$ cat src/hdl/umc_ram.sv
// ----------------------------------------------------------------------------
// umc_ram
// Generic single-write, single-read RAM with registered read data.
// ----------------------------------------------------------------------------
module umc_ram #(
  parameter int WIDTH = 32,
  parameter int DEPTH = 64
) (
  input  logic                     clk,
  input  logic                     we,
  input  logic [$clog2(DEPTH)-1:0] waddr,
  input  logic [WIDTH-1:0]         wdata,
  input  logic [$clog2(DEPTH)-1:0] raddr,
  output logic [WIDTH-1:0]         rdata
);

  logic [WIDTH-1:0] mem [DEPTH];
  logic [WIDTH-1:0] rdata_r;

  always_ff @(posedge clk) begin
    if (we) begin
      mem[waddr] <= wdata;
    end
    rdata_r <= mem[raddr];
  end

  assign rdata = rdata_r;

endmodule

$ cat config.mk
export PLATFORM = sky130hd
export DESIGN_NAME = umc_ram
export DESIGN_NICKNAME = d
export VERILOG_FILES = /design/src/hdl/umc_ram.sv
export SDC_FILE = /design/constraint.sdc
export NUM_CORES = 2
export LEC_CHECK = 0
export BUFFER_PORTS_ARGS = -buffer_cell sky130_fd_sc_hd__buf_2
export CAP_MARGIN = 20
export CORE_UTILIZATION = 57
export DETAILED_ROUTE_END_ITERATION = 12
export MAX_ROUTING_LAYER = met4
export PLACE_DENSITY_LB_ADDON = 0.3
export SYNTH_ARGS = -nofsm -noshare
export SYNTH_HDL_FRONTEND = slang
export SYNTH_SLANG_ARGS = --single-unit
$ cat constraint.sdc
create_clock -name clk -period 3.6 [get_ports clk]
set_clock_uncertainty 0.2 [all_clocks]
set_input_delay 0.36 -clock clk [delete_from_list [all_inputs] [get_ports clk]]
set_output_delay 0.36 -clock clk [all_outputs]
set_load 0.02 [all_outputs]
==> metrics.yaml <==
cts:
  cts_hold_buf: 3
  cts_resized: 0
  clkLatencyLatePin_ns: 0.84
  clkSinkCount: 2080
  clk_pin_slew_ns: 0.06
  cts-htree-levels: 4
  post_cts_buffers: 0
  cts_tree: "done"
  cts_made_buffers: 194
  cts_buffer_depth: 3
  cts_root_buf: "clkbuf_16"
place:
  dp_slack_ns: -0.0553
  numPortBuffers: 77
  dp_hpwl_um: 114000
  place.gp.congestion: 0.890
  placed_cells: 5200
critical_path:
  crit_type: "input pin to flop"
  r2r_setup_slack_ns: 0.92
  critPathRequiredTime_ns: 4.07
  cp_cell_sequence: "buf_8 -> buf_12 -> buf_12 -> buf_12 -> mux4_2 -> mux4_2 -> o22ai_1 -> nor2_1"
  start_kind: "input pin"
  crit_path_frequent_cell: "buf_12"
  slowest_stage: "o22ai_1"
  cp.arrival_ns: 3.41
  reg2regPathDepth: 4
  rr_startpoint: "mem[14][1]$_DFFE_PP_"
  critPathMaxFanout: 33
  max_stage_delay_ns: 0.81
  worst-path-buf-inv: 4
  reg2reg_to: "rdata[1]$_DFF_P_"
  end_kind: "flop"
  crit_family: "multiplexers"
drt:
  first_iter_violations: 5903
  vias: 38700
  viasPerCell: 6.88
  ant_nets: 0
  finalWirelength_um: 206000
  drc: 0
  wl_per_cell_um: 36.7
  drt_pass1_iterations: 6
final_layout:
  final_cell_mix: "edfxtp_1 (2048), mux4_2 (544), clkbuf_16 (197)"
  multi_input_area_um2: 16000
  final_common_cell: "edfxtp_1"
  drive_gt1_share_pct: 31.2
  regArea_um2: 62100
  layoutNonFillerInstCount: 5619
  fillCellCount: 8310
  nets: 3714
  area_delta_synth_final_pct: 14.6
floorplan:
  die_x_um: 373
  fp-row-count: 135
  coreArea_um2: 136000
  initial_utilization_pct: 57.7
  die_area_um2: 139000
  pin_count: 78
  fp.dieH_um: 373
power:
  power.internal_mw: 39.3
  clockPowerShare_pct: 40.6
  combPwrFrac_pct: 5.4
  p_leak_nw: 28.3
  powerDensity_nw_per_um2: 555
  pwr-share-seq_pct: 53.9
  p_total_mw: 49.9
  netSwitchingPower_mw: 10.6
  ir_drop_uv: 469
  sw_frac_of_total_pct: 21.3
logic_synthesis:
  yosys-top-cells-area: "edfxtp_1 (78%), mux4_2 (16%), mux2i_1 (1.2%)"
  synth_ff_type: "edfxtp_1"
  synth_top_cell_by_area: "edfxtp_1"
  synth_edf_count: 2048
  ys_async_sr_fraction_pct: 0
  avgSynthCellArea_um2: 23.6
  synth_seq_cells: 2080
  synth_cell_types: 34
  netlist_area_um2: 78500
  ys_seq_area_share_pct: 79.1
  synthCells: 3324
  yosys_warnings: 0
  synth_top_area_share_pct: 78.3
  synth_fp_nets: 3370
sta:
  max_freq_mhz: 339
  drv_slew: 0
  hold_violations: 0
  rsz0062_at_grt: "false"
  tightest_slew_ns: 1.10
  timing.final.crit_share_pct: 81.8
  period_needed_ns: 2.95
  finalSetupTns_ns: 0
  setup_ws_ns: 0.654
  max_slew_margin_pct: 26.5
  setup_viol: 0
global_route:
  grt_pass1_vias: 39000
  antenna_found_initial: 8
  grt_max_degree: 73
  grtUsageTotal_pct: 30.9
  grt_pass1_wl_um: 291000
  overflow: 0
outcome:
  status: "complete, no violations"
worst_hold_path:
  min_path_type: "input pin to flop"
  worstHoldStart: "waddr[2]"
  hold_end: "mem[55][12]$_DFFE_PP_"
  worstHoldPathCells: 3
flow_run:
  drv_cap: 0
worst reg2reg max path: cells and delay by family, from the launching register on:
kind,cells,cell delay (ns)
AOI/OAI and AO/OA,1,0.81
DFF,1,0.37
muxes,2,1.04
and+or+nand+nor,1,0.13
flip-flops by register name (all words and copies together) (netlist names):
register,cells
rdata,32
mem,2048
cell type report:
cell class                      instances  share of cell area [%]
Clock inverter                        105                    1.11
Tap cell                             1781                    2.48
Timing Repair Buffer                  330                    3.73
Sequential cell                      2080                    69.0
Antenna cell                            4                  0.0111
Clock buffer                          257                    5.87
Multi-Input combinational cell       1062                    17.8
per-layer routing:
metal	global-route usage [%]	wire length (um)	vias to the layer above
li1	-	-	15000
met1	41.6	73300	20500
met2	48.1	101000	2809
met3	6.00	24200	434
met4	10.6	7710	0
met5	-	0	-
logic make-up after synthesis:
kind of cell	count (synthesis)	synth area share, %
DFF	2080	79.1
muxes	637	16.8
and+or+nand+nor	223	1.27
AOI/OAI and AO/OA	202	1.67
buffers and inverters	182	1.13
power groups by stage:
| stage | combinational (mW) | sequential, mW | clock, mW |
|---|---|---|---|
| global placement | 2.51 | 27.4 | 0 |
| floorplan | 1.30 | 27.4 | 0 |
| global route | 2.81 | 26.9 | 21.3 |
| CTS | 2.60 | 26.9 | 20.4 |
| finish | 2.72 | 26.9 | 20.3 |
| detailed placement | 2.58 | 27.4 | 0 |
per-stage QoR:
| stage | utilization, % | hold slack, ns | instance area [um^2] |
|---|---|---|---|
| finish | 66.1 | 0.0902 | 90000 |
| global route | 66.1 | 0.0527 | 90000 |
| CTS | 65.5 | 0.0350 | 89200 |
| detailed placement | 60.9 | 0.584 | 82900 |
| global placement | 60.9 | 0.564 | 82900 |
| floorplan | - | 0.259 | 78500 |
cell usage after synthesis, types with 5 or more instances:
master    count
mux2i_1      93
edfxtp_1   2048
nor2b_1      15
buf_6         5
nand3_1       5
a21oi_1      62
nand2_1      26
buf_4        25
nand2b_1      8
nor2_1      137
a311oi_1      8
dfxtp_1      32
buf_2        57
buf_1        21
o221ai_1     27
a22oi_1      12
nor3_1        7
clkbuf_1     74
nand3b_1      5
mux4_2      544
o22ai_1      84
how the worst max path moves through the flow:
| stage | slack [ns] | start | to | depth (start not counted) |
|---|---|---|---|---|
| detailed placement | -0.06 | raddr[0] | rdata[1]$_DFF_P_ | 8 |
| global placement | -0.04 | raddr[0] | rdata[1]$_DFF_P_ | 8 |
| CTS | 0.84 | raddr[0] | rdata[1]$_DFF_P_ | 8 |
| finish | 0.65 | raddr[0] | rdata[1]$_DFF_P_ | 8 |
| floorplan | 0.39 | waddr[5] | mem[39][0]$_DFFE_PP_ | 4 |
| global route | 0.62 | raddr[0] | rdata[1]$_DFF_P_ | 8 |
(Power assumes the default switching activity.)
