--- config.mk ---
export PLATFORM = sky130hd
export DESIGN_NAME = umc_datapath
export DESIGN_NICKNAME = d
export VERILOG_FILES = /design/src/hdl/umc_pkg.sv /design/src/hdl/umc_datapath.sv
export SDC_FILE = /design/constraint.sdc
export NUM_CORES = 2
export LEC_CHECK = 0
export BUFFER_PORTS_ARGS = -buffer_cell sky130_fd_sc_hd__buf_2
export CELL_PAD_IN_SITES_DETAIL_PLACEMENT = 1
export CELL_PAD_IN_SITES_GLOBAL_PLACEMENT = 1
export CORE_ASPECT_RATIO = 1.75
export CORE_MARGIN = 10
export CORE_UTILIZATION = 52
export CTS_CLUSTER_DIAMETER = 30
export DETAILED_ROUTE_END_ITERATION = 7
export PLACE_DENSITY = 0.86
export SKIP_CTS_REPAIR_TIMING = 1
export SLEW_MARGIN = 30
export SYNTH_ARGS = -nofsm -noshare
export SYNTH_HDL_FRONTEND = slang
export SYNTH_SLANG_ARGS = --single-unit
--- constraint.sdc ---
create_clock -name clk -period 8.1 [get_ports clk]
set_input_delay 1.215 -clock clk [delete_from_list [all_inputs] [get_ports clk]]
set_output_delay 1.215 -clock clk [all_outputs]
set_load 0.05 [all_outputs]
--- src/hdl/umc_pkg.sv ---
// ----------------------------------------------------------------------------
// umc_pkg
// Shared types and codes for the unitary matrix check unit.
// ----------------------------------------------------------------------------
package umc_pkg;

  localparam int CFG_IDX_W  = 1;
  localparam int CFG_DATA_W = 32;
  localparam int QCOUNT_W   = 2;
  localparam int TOL_W      = 32;
  localparam int STATUS_W   = 2;

  localparam logic [CFG_IDX_W-1:0] CFG_QUBIT_COUNT = 1'd0;
  localparam logic [CFG_IDX_W-1:0] CFG_TOL_SQ      = 1'd1;

  localparam logic [QCOUNT_W-1:0] QUBIT_COUNT_RST = 2'd1;
  localparam logic [TOL_W-1:0]    TOL_SQ_RST      = 32'd16;

  localparam logic [STATUS_W-1:0] STATUS_UNITARY     = 2'd0;
  localparam logic [STATUS_W-1:0] STATUS_NOT_UNITARY = 2'd1;
  localparam logic [STATUS_W-1:0] STATUS_MISMATCH    = 2'd2;

  // tags that travel with each product term
  typedef struct packed {
    logic vld;
    logic first;
    logic lastl;
    logic diag;
  } ctl_t;

endpackage

--- src/hdl/umc_datapath.sv ---
// ----------------------------------------------------------------------------
// umc_datapath
// Complex multiply-accumulate of row pairs, error rounding and saturation,
// squared magnitude and tolerance compare. Sticky fail flag per check.
// ----------------------------------------------------------------------------
module umc_datapath #(
  parameter int ENTRY_BITS = 16,
  parameter int MAX_QUBITS = 3
) (
  input  logic                         clk,
  input  logic                         rst_n,
  input  logic                         clr_i,
  input  umc_pkg::ctl_t                ctl_i,
  input  logic [2*ENTRY_BITS-1:0]      a_i,
  input  logic [2*ENTRY_BITS-1:0]      b_i,
  input  logic [umc_pkg::TOL_W-1:0]    tol_sq_i,
  output logic                         busy_o,
  output logic                         fail_o
);

  localparam int E     = ENTRY_BITS;
  localparam int P_W   = 2 * E;
  localparam int T_W   = 2 * E + 1;
  localparam int ACC_W = 2 * E + MAX_QUBITS + 1;
  localparam int FRAC  = E - 2;
  localparam int SUM_W = (2 * E + 1 > umc_pkg::TOL_W) ? 2 * E + 1 : umc_pkg::TOL_W;

  localparam logic signed [ACC_W-1:0] HALF     = ACC_W'(1) << (FRAC - 1);
  localparam logic signed [ACC_W-1:0] ONE      = ACC_W'(1) << (2 * FRAC);
  localparam logic signed [ACC_W-1:0] HALF_DG  = HALF - ONE;
  localparam logic signed [ACC_W-1:0] SAT_HI   = ACC_W'((64'sd1 <<< (E - 1)) - 64'sd1);
  localparam logic signed [ACC_W-1:0] SAT_LO   = -(ACC_W'(1) << (E - 1));

  logic signed [E-1:0] a_re, a_im, b_re, b_im;

  assign a_re = a_i[2*E-1:E];
  assign a_im = a_i[E-1:0];
  assign b_re = b_i[2*E-1:E];
  assign b_im = b_i[E-1:0];

  // stage 2: partial products
  umc_pkg::ctl_t         c2_r;
  logic signed [P_W-1:0] pac_r, pbd_r, pbc_r, pad_r;
  // stage 3: term sums
  umc_pkg::ctl_t         c3_r;
  logic signed [T_W-1:0] tre_r, tim_r;
  // stage 4: accumulate
  logic                    fin4_r, diag4_r;
  logic signed [ACC_W-1:0] acc_re_r, acc_im_r;
  // stage 5: rounded, saturated error
  logic                fin5_r;
  logic signed [E-1:0] r_re_r, r_im_r;
  // stage 6: squares
  logic                fin6_r;
  logic [P_W-1:0]      sq_re_r, sq_im_r;
  logic                fail_r;

  logic signed [ACC_W-1:0] acc_re_nxt, acc_im_nxt;
  logic signed [ACC_W-1:0] err_re, err_im, sh_re, sh_im, rnd_add;
  logic signed [E-1:0]     r_re_nxt, r_im_nxt;
  logic signed [P_W-1:0]   sq_re_nxt, sq_im_nxt;
  logic [SUM_W-1:0]        total;

  always_comb begin
    if (c3_r.first) begin
      acc_re_nxt = ACC_W'(tre_r);
      acc_im_nxt = ACC_W'(tim_r);
    end else begin
      acc_re_nxt = acc_re_r + ACC_W'(tre_r);
      acc_im_nxt = acc_im_r + ACC_W'(tim_r);
    end

    rnd_add = diag4_r ? HALF_DG : HALF;
    err_re  = acc_re_r + rnd_add;
    err_im  = acc_im_r + HALF;
    sh_re   = err_re >>> FRAC;
    sh_im   = err_im >>> FRAC;

    if (sh_re > SAT_HI) begin
      r_re_nxt = E'(SAT_HI);
    end else if (sh_re < SAT_LO) begin
      r_re_nxt = E'(SAT_LO);
    end else begin
      r_re_nxt = E'(sh_re);
    end
    if (sh_im > SAT_HI) begin
      r_im_nxt = E'(SAT_HI);
    end else if (sh_im < SAT_LO) begin
      r_im_nxt = E'(SAT_LO);
    end else begin
      r_im_nxt = E'(sh_im);
    end

    sq_re_nxt = P_W'(r_re_r) * P_W'(r_re_r);
    sq_im_nxt = P_W'(r_im_r) * P_W'(r_im_r);
    total     = SUM_W'(sq_re_r) + SUM_W'(sq_im_r);
  end

  always_ff @(posedge clk) begin
    if (!rst_n) begin
      c2_r   <= '0;
      c3_r   <= '0;
      fin4_r <= 1'b0;
      fin5_r <= 1'b0;
      fin6_r <= 1'b0;
      fail_r <= 1'b0;
    end else begin
      c2_r   <= ctl_i;
      c3_r   <= c2_r;
      fin4_r <= c3_r.vld & c3_r.lastl;
      fin5_r <= fin4_r;
      fin6_r <= fin5_r;
      if (clr_i) begin
        fail_r <= 1'b0;
      end else if (fin6_r && (total > SUM_W'(tol_sq_i))) begin
        fail_r <= 1'b1;
      end
    end
    pac_r    <= P_W'(a_re) * P_W'(b_re);
    pbd_r    <= P_W'(a_im) * P_W'(b_im);
    pbc_r    <= P_W'(a_im) * P_W'(b_re);
    pad_r    <= P_W'(a_re) * P_W'(b_im);
    tre_r    <= T_W'(pac_r) + T_W'(pbd_r);
    tim_r    <= T_W'(pbc_r) - T_W'(pad_r);
    if (c3_r.vld) begin
      acc_re_r <= acc_re_nxt;
      acc_im_r <= acc_im_nxt;
    end
    diag4_r  <= c3_r.diag;
    r_re_r   <= r_re_nxt;
    r_im_r   <= r_im_nxt;
    sq_re_r  <= P_W'(sq_re_nxt);
    sq_im_r  <= P_W'(sq_im_nxt);
  end

  assign busy_o = c2_r.vld | c3_r.vld | fin4_r | fin5_r | fin6_r;
  assign fail_o = fail_r;

endmodule

==> impl_metrics.tcl <==
set metrics [dict create \
    status "finished clean" \
    wl_um 259600 \
    clock_latency_ns 0.67 \
    antenna_found_initial 16 \
    critPathSlowestCell "buf_2" \
    setup_violations 0 \
    drv_cap 0 \
    start_kind "primary input" \
    synth_ff_type "dfxtp_1" \
    grt_usage_pct 32.54 \
    synth_xor_xnor_area_share_pct 4.392 \
    ys_warn_count 0 \
    die_area_um2 162800 \
    final-seq-area_um2 8195 \
    yosysUniqueCellTypes 76 \
    synthAdderAreaFrac_pct 51.70 \
    hpwl_um 204300 \
    hold_viol 0 \
    grt_max_degree 77 \
    boundaryPins 105 \
    hold_end "diag4_r$_DFF_P_" \
    crit_top_cell "fa_1" \
    final_cell_mix "inv_1, fa_1, nand2_1" \
    fmax_mhz 128.0 \
    syn_area_um2 76180 \
    timing.final.ws_setup_ns 0.2856 \
    htreeDepth 3 \
    grt_pass1_wl_um 407900 \
    post-route-util_pct 55.99 \
    vias 60270 \
    fin_crit_ns 7.814 \
    whs_path_depth 0 \
    synth-seq-cells 373 \
    core_area_um2 145400 \
    fillers 16740 \
    async_reset_ff_share_pct 0 \
    multiInputGateArea_um2 59730 \
    rsz0062_at_grt "false" \
    synthMuxAreaShare_pct 0.1889 \
    cts_tree "done" \
    die_h_um 526.3 \
    worstPathMaxFanout 25 \
    r2r_start "r_im_r[13]$_SDFF_PN1_" \
    routed_via_density 5.865 \
    cp_slowest_stage_delay_ns 0.64 \
    start_util_pct 52.40 \
    portBuffers 104 \
    route.met3.wl_um 14960 \
    rows 185 \
    antenna_left 0 \
    synth_compound_area_share_pct 8.421 \
    final_common_cell "inv_1" \
    ff2ff_setup_slack_ns 0.59 \
    fin_nets 10680 \
    synth_top_family_by_area "adder cells" \
    path_class "in -> reg" \
    tns_ns 0 \
    clock_path_buffers 3 \
    syn_nets 10650 \
    holdCritPathClass "reg -> reg" \
    clk_pin_slew_worst_paths_ns 0.05 \
    min-delay-start "c3_r[0]$_SDFF_PN0_" \
    root_buffer "clkbuf_16" \
    finClkSkew_ns 0.03715 \
    globalplace.congestion 0.9789 \
    maxSlewHeadroom_pct 33.56 \
    clock_sinks 373 \
    syn_area_per_cell_um2 9.159 \
    wl_met2_um 138000 \
    cp.arrival_ns 8.40 \
    die_x_um 309.3 \
    drive_gt1_share_pct 4.835 \
    dp_slack_ns -0.2150 \
    critical-path-top-delay-family "adder cells" \
    crit_chain "buf_2 > buf_4 > nand2_1 > fa_1 > inv_1 > fa_1 > fa_1 > fa_1 > fa_1 > inv_1 > fa_1 > inv_1 > ha_1 > inv_1 > o21bai_1 > a2111oi_0 > o21bai_1 > a221oi_1 > o21ai_0 > a31o_2 > a21oi_1 > xnor2_1" \
    worstPathRequired_ns 8.68 \
    drtIter0Drc 3201 \
    yosys.area_share.simple_pct 13.70 \
    drc 0 \
    endpoint_kind "flop" \
    wl_met1_um 78340 \
    dr.pass1.iters 5 \
    period_share_pct 96.47 \
    synth_edf_count 72 \
    syn_to_final_growth_pct 6.849 \
    reg2reg_to "sq_im_r[31]$_DFF_P_" \
    tightest_slew_ns 0.9953 \
    synthCells 8317 \
    slew_viol_final 0 \
    whs_ns 0.3289 \
    numCtsBuffers 68 \
    grt-ovfl-total 0 \
    reg2regPathDepth 22 \
    seq_area_frac_synth_pct 10.75 \
    top_layer "met5" \
    path_buf_inv 6 \
    grt_pass1_vias 73940 \
    post_drt_wl_per_cell_um 25.26 \
]
registers in the layout, indices dropped and copies added, names as in the netlist:
name      count
sq_im_r      31
tre_r        33
fail_o        1
fin4_r        1
fin6_r        1
acc_im_r     36
acc_re_r     36
diag4_r       1
fin5_r        1
tim_r        33
sq_re_r      31
pbc_r        32
pac_r        32
pad_r        32
c2_r          4
r_re_r       16
r_im_r       16
c3_r          4
pbd_r        32
worst max path at each step:
stage | startpoint | to | slack, ns | cells past startpoint
finish | b_i[28] | pbc_r[31]$_DFF_P_ | 0.29 | 22
floorplan | a_i[27] | pad_r[25]$_DFF_P_ | 0.97 | 22
CTS | b_i[27] | pbc_r[31]$_DFF_P_ | 0.44 | 22
detailed placement | b_i[27] | pbc_r[31]$_DFF_P_ | -0.22 | 22
global placement | b_i[20] | pbc_r[31]$_DFF_P_ | 0.35 | 22
global route | b_i[20] | pbc_r[31]$_DFF_P_ | 0.009 | 22
synth_stat cells (54+ instances only):
cell type	instances	area share [%]
inv_1	1925	9.5
fa_1	1524	40
nand2_1	808	4.0
ha_1	709	12
and2_1	599	4.9
dfxtp_1	301	7.9
xnor2_1	276	3.2
nor2_1	273	1.3
clkbuf_1	270	1.3
a21oi_1	261	1.7
o21ai_0	238	1.6
a21o_1	136	1.3
xor2_1	106	1.2
nor3_1	85	0.56
nand3_1	76	0.50
edfxtp_1	72	2.8
nand2b_1	69	0.57
o21a_1	54	0.53
area by class of cell:
type,count,area share (%)
Multi-Input combinational cell,5743,73.38
Sequential cell,373,10.07
Inverter,1925,8.877
Tap cell,1870,2.875
Clock buffer,84,2.370
Timing Repair Buffer,230,1.835
Clock inverter,42,0.5657
Antenna cell,8,0.02459
cells by family (layout without fill, tap and decap cells):
family	after synthesis	in the layout
flops	373	373
compound gates	996	996
buf+inv	2201	2281
mux	14	14
other cells	0	8
simple gates	2118	2118
fa+ha+maj	2233	2233
xor+xnor	382	382
worst reg2reg max path, stage by stage, from the launching register on:
cell	delay, ns
dfxtp_1	0.86
nand2_1	0.25
inv_1	0.16
fa_1	0.43
inv_1	0.14
fa_1	0.48
fa_1	0.55
inv_1	0.07
fa_1	0.52
fa_1	0.51
inv_1	0.08
fa_1	0.53
inv_1	0.08
ha_1	0.39
a21o_1	0.22
a21oi_1	0.21
o211ai_1	0.19
a21oi_1	0.35
o31ai_1	0.25
a2111oi_0	0.58
o21bai_1	0.19
a21oi_1	0.24
xnor2_1	0.16
metal layers:
metal,vias to the layer above,GRT usage [%]
li1,25480,-
met1,30690,29.09
met2,2561,59.93
met3,1519,6.617
met4,18,30.09
met5,-,0
through the flow:
stage | cell area [um^2] | cells
2_1_floorplan | 76180 | 8317
4_1_cts | 81370 | 10270
3_5_place_dp | 78980 | 10140
3_3_place_gp | 78980 | 10140
5_1_grt | 81380 | 10270
6_report | 81400 | 10280
Power is left out: the tool's default activity adds up to more than one toggle a clock period on the data nets, which glitch-free logic cannot reach.
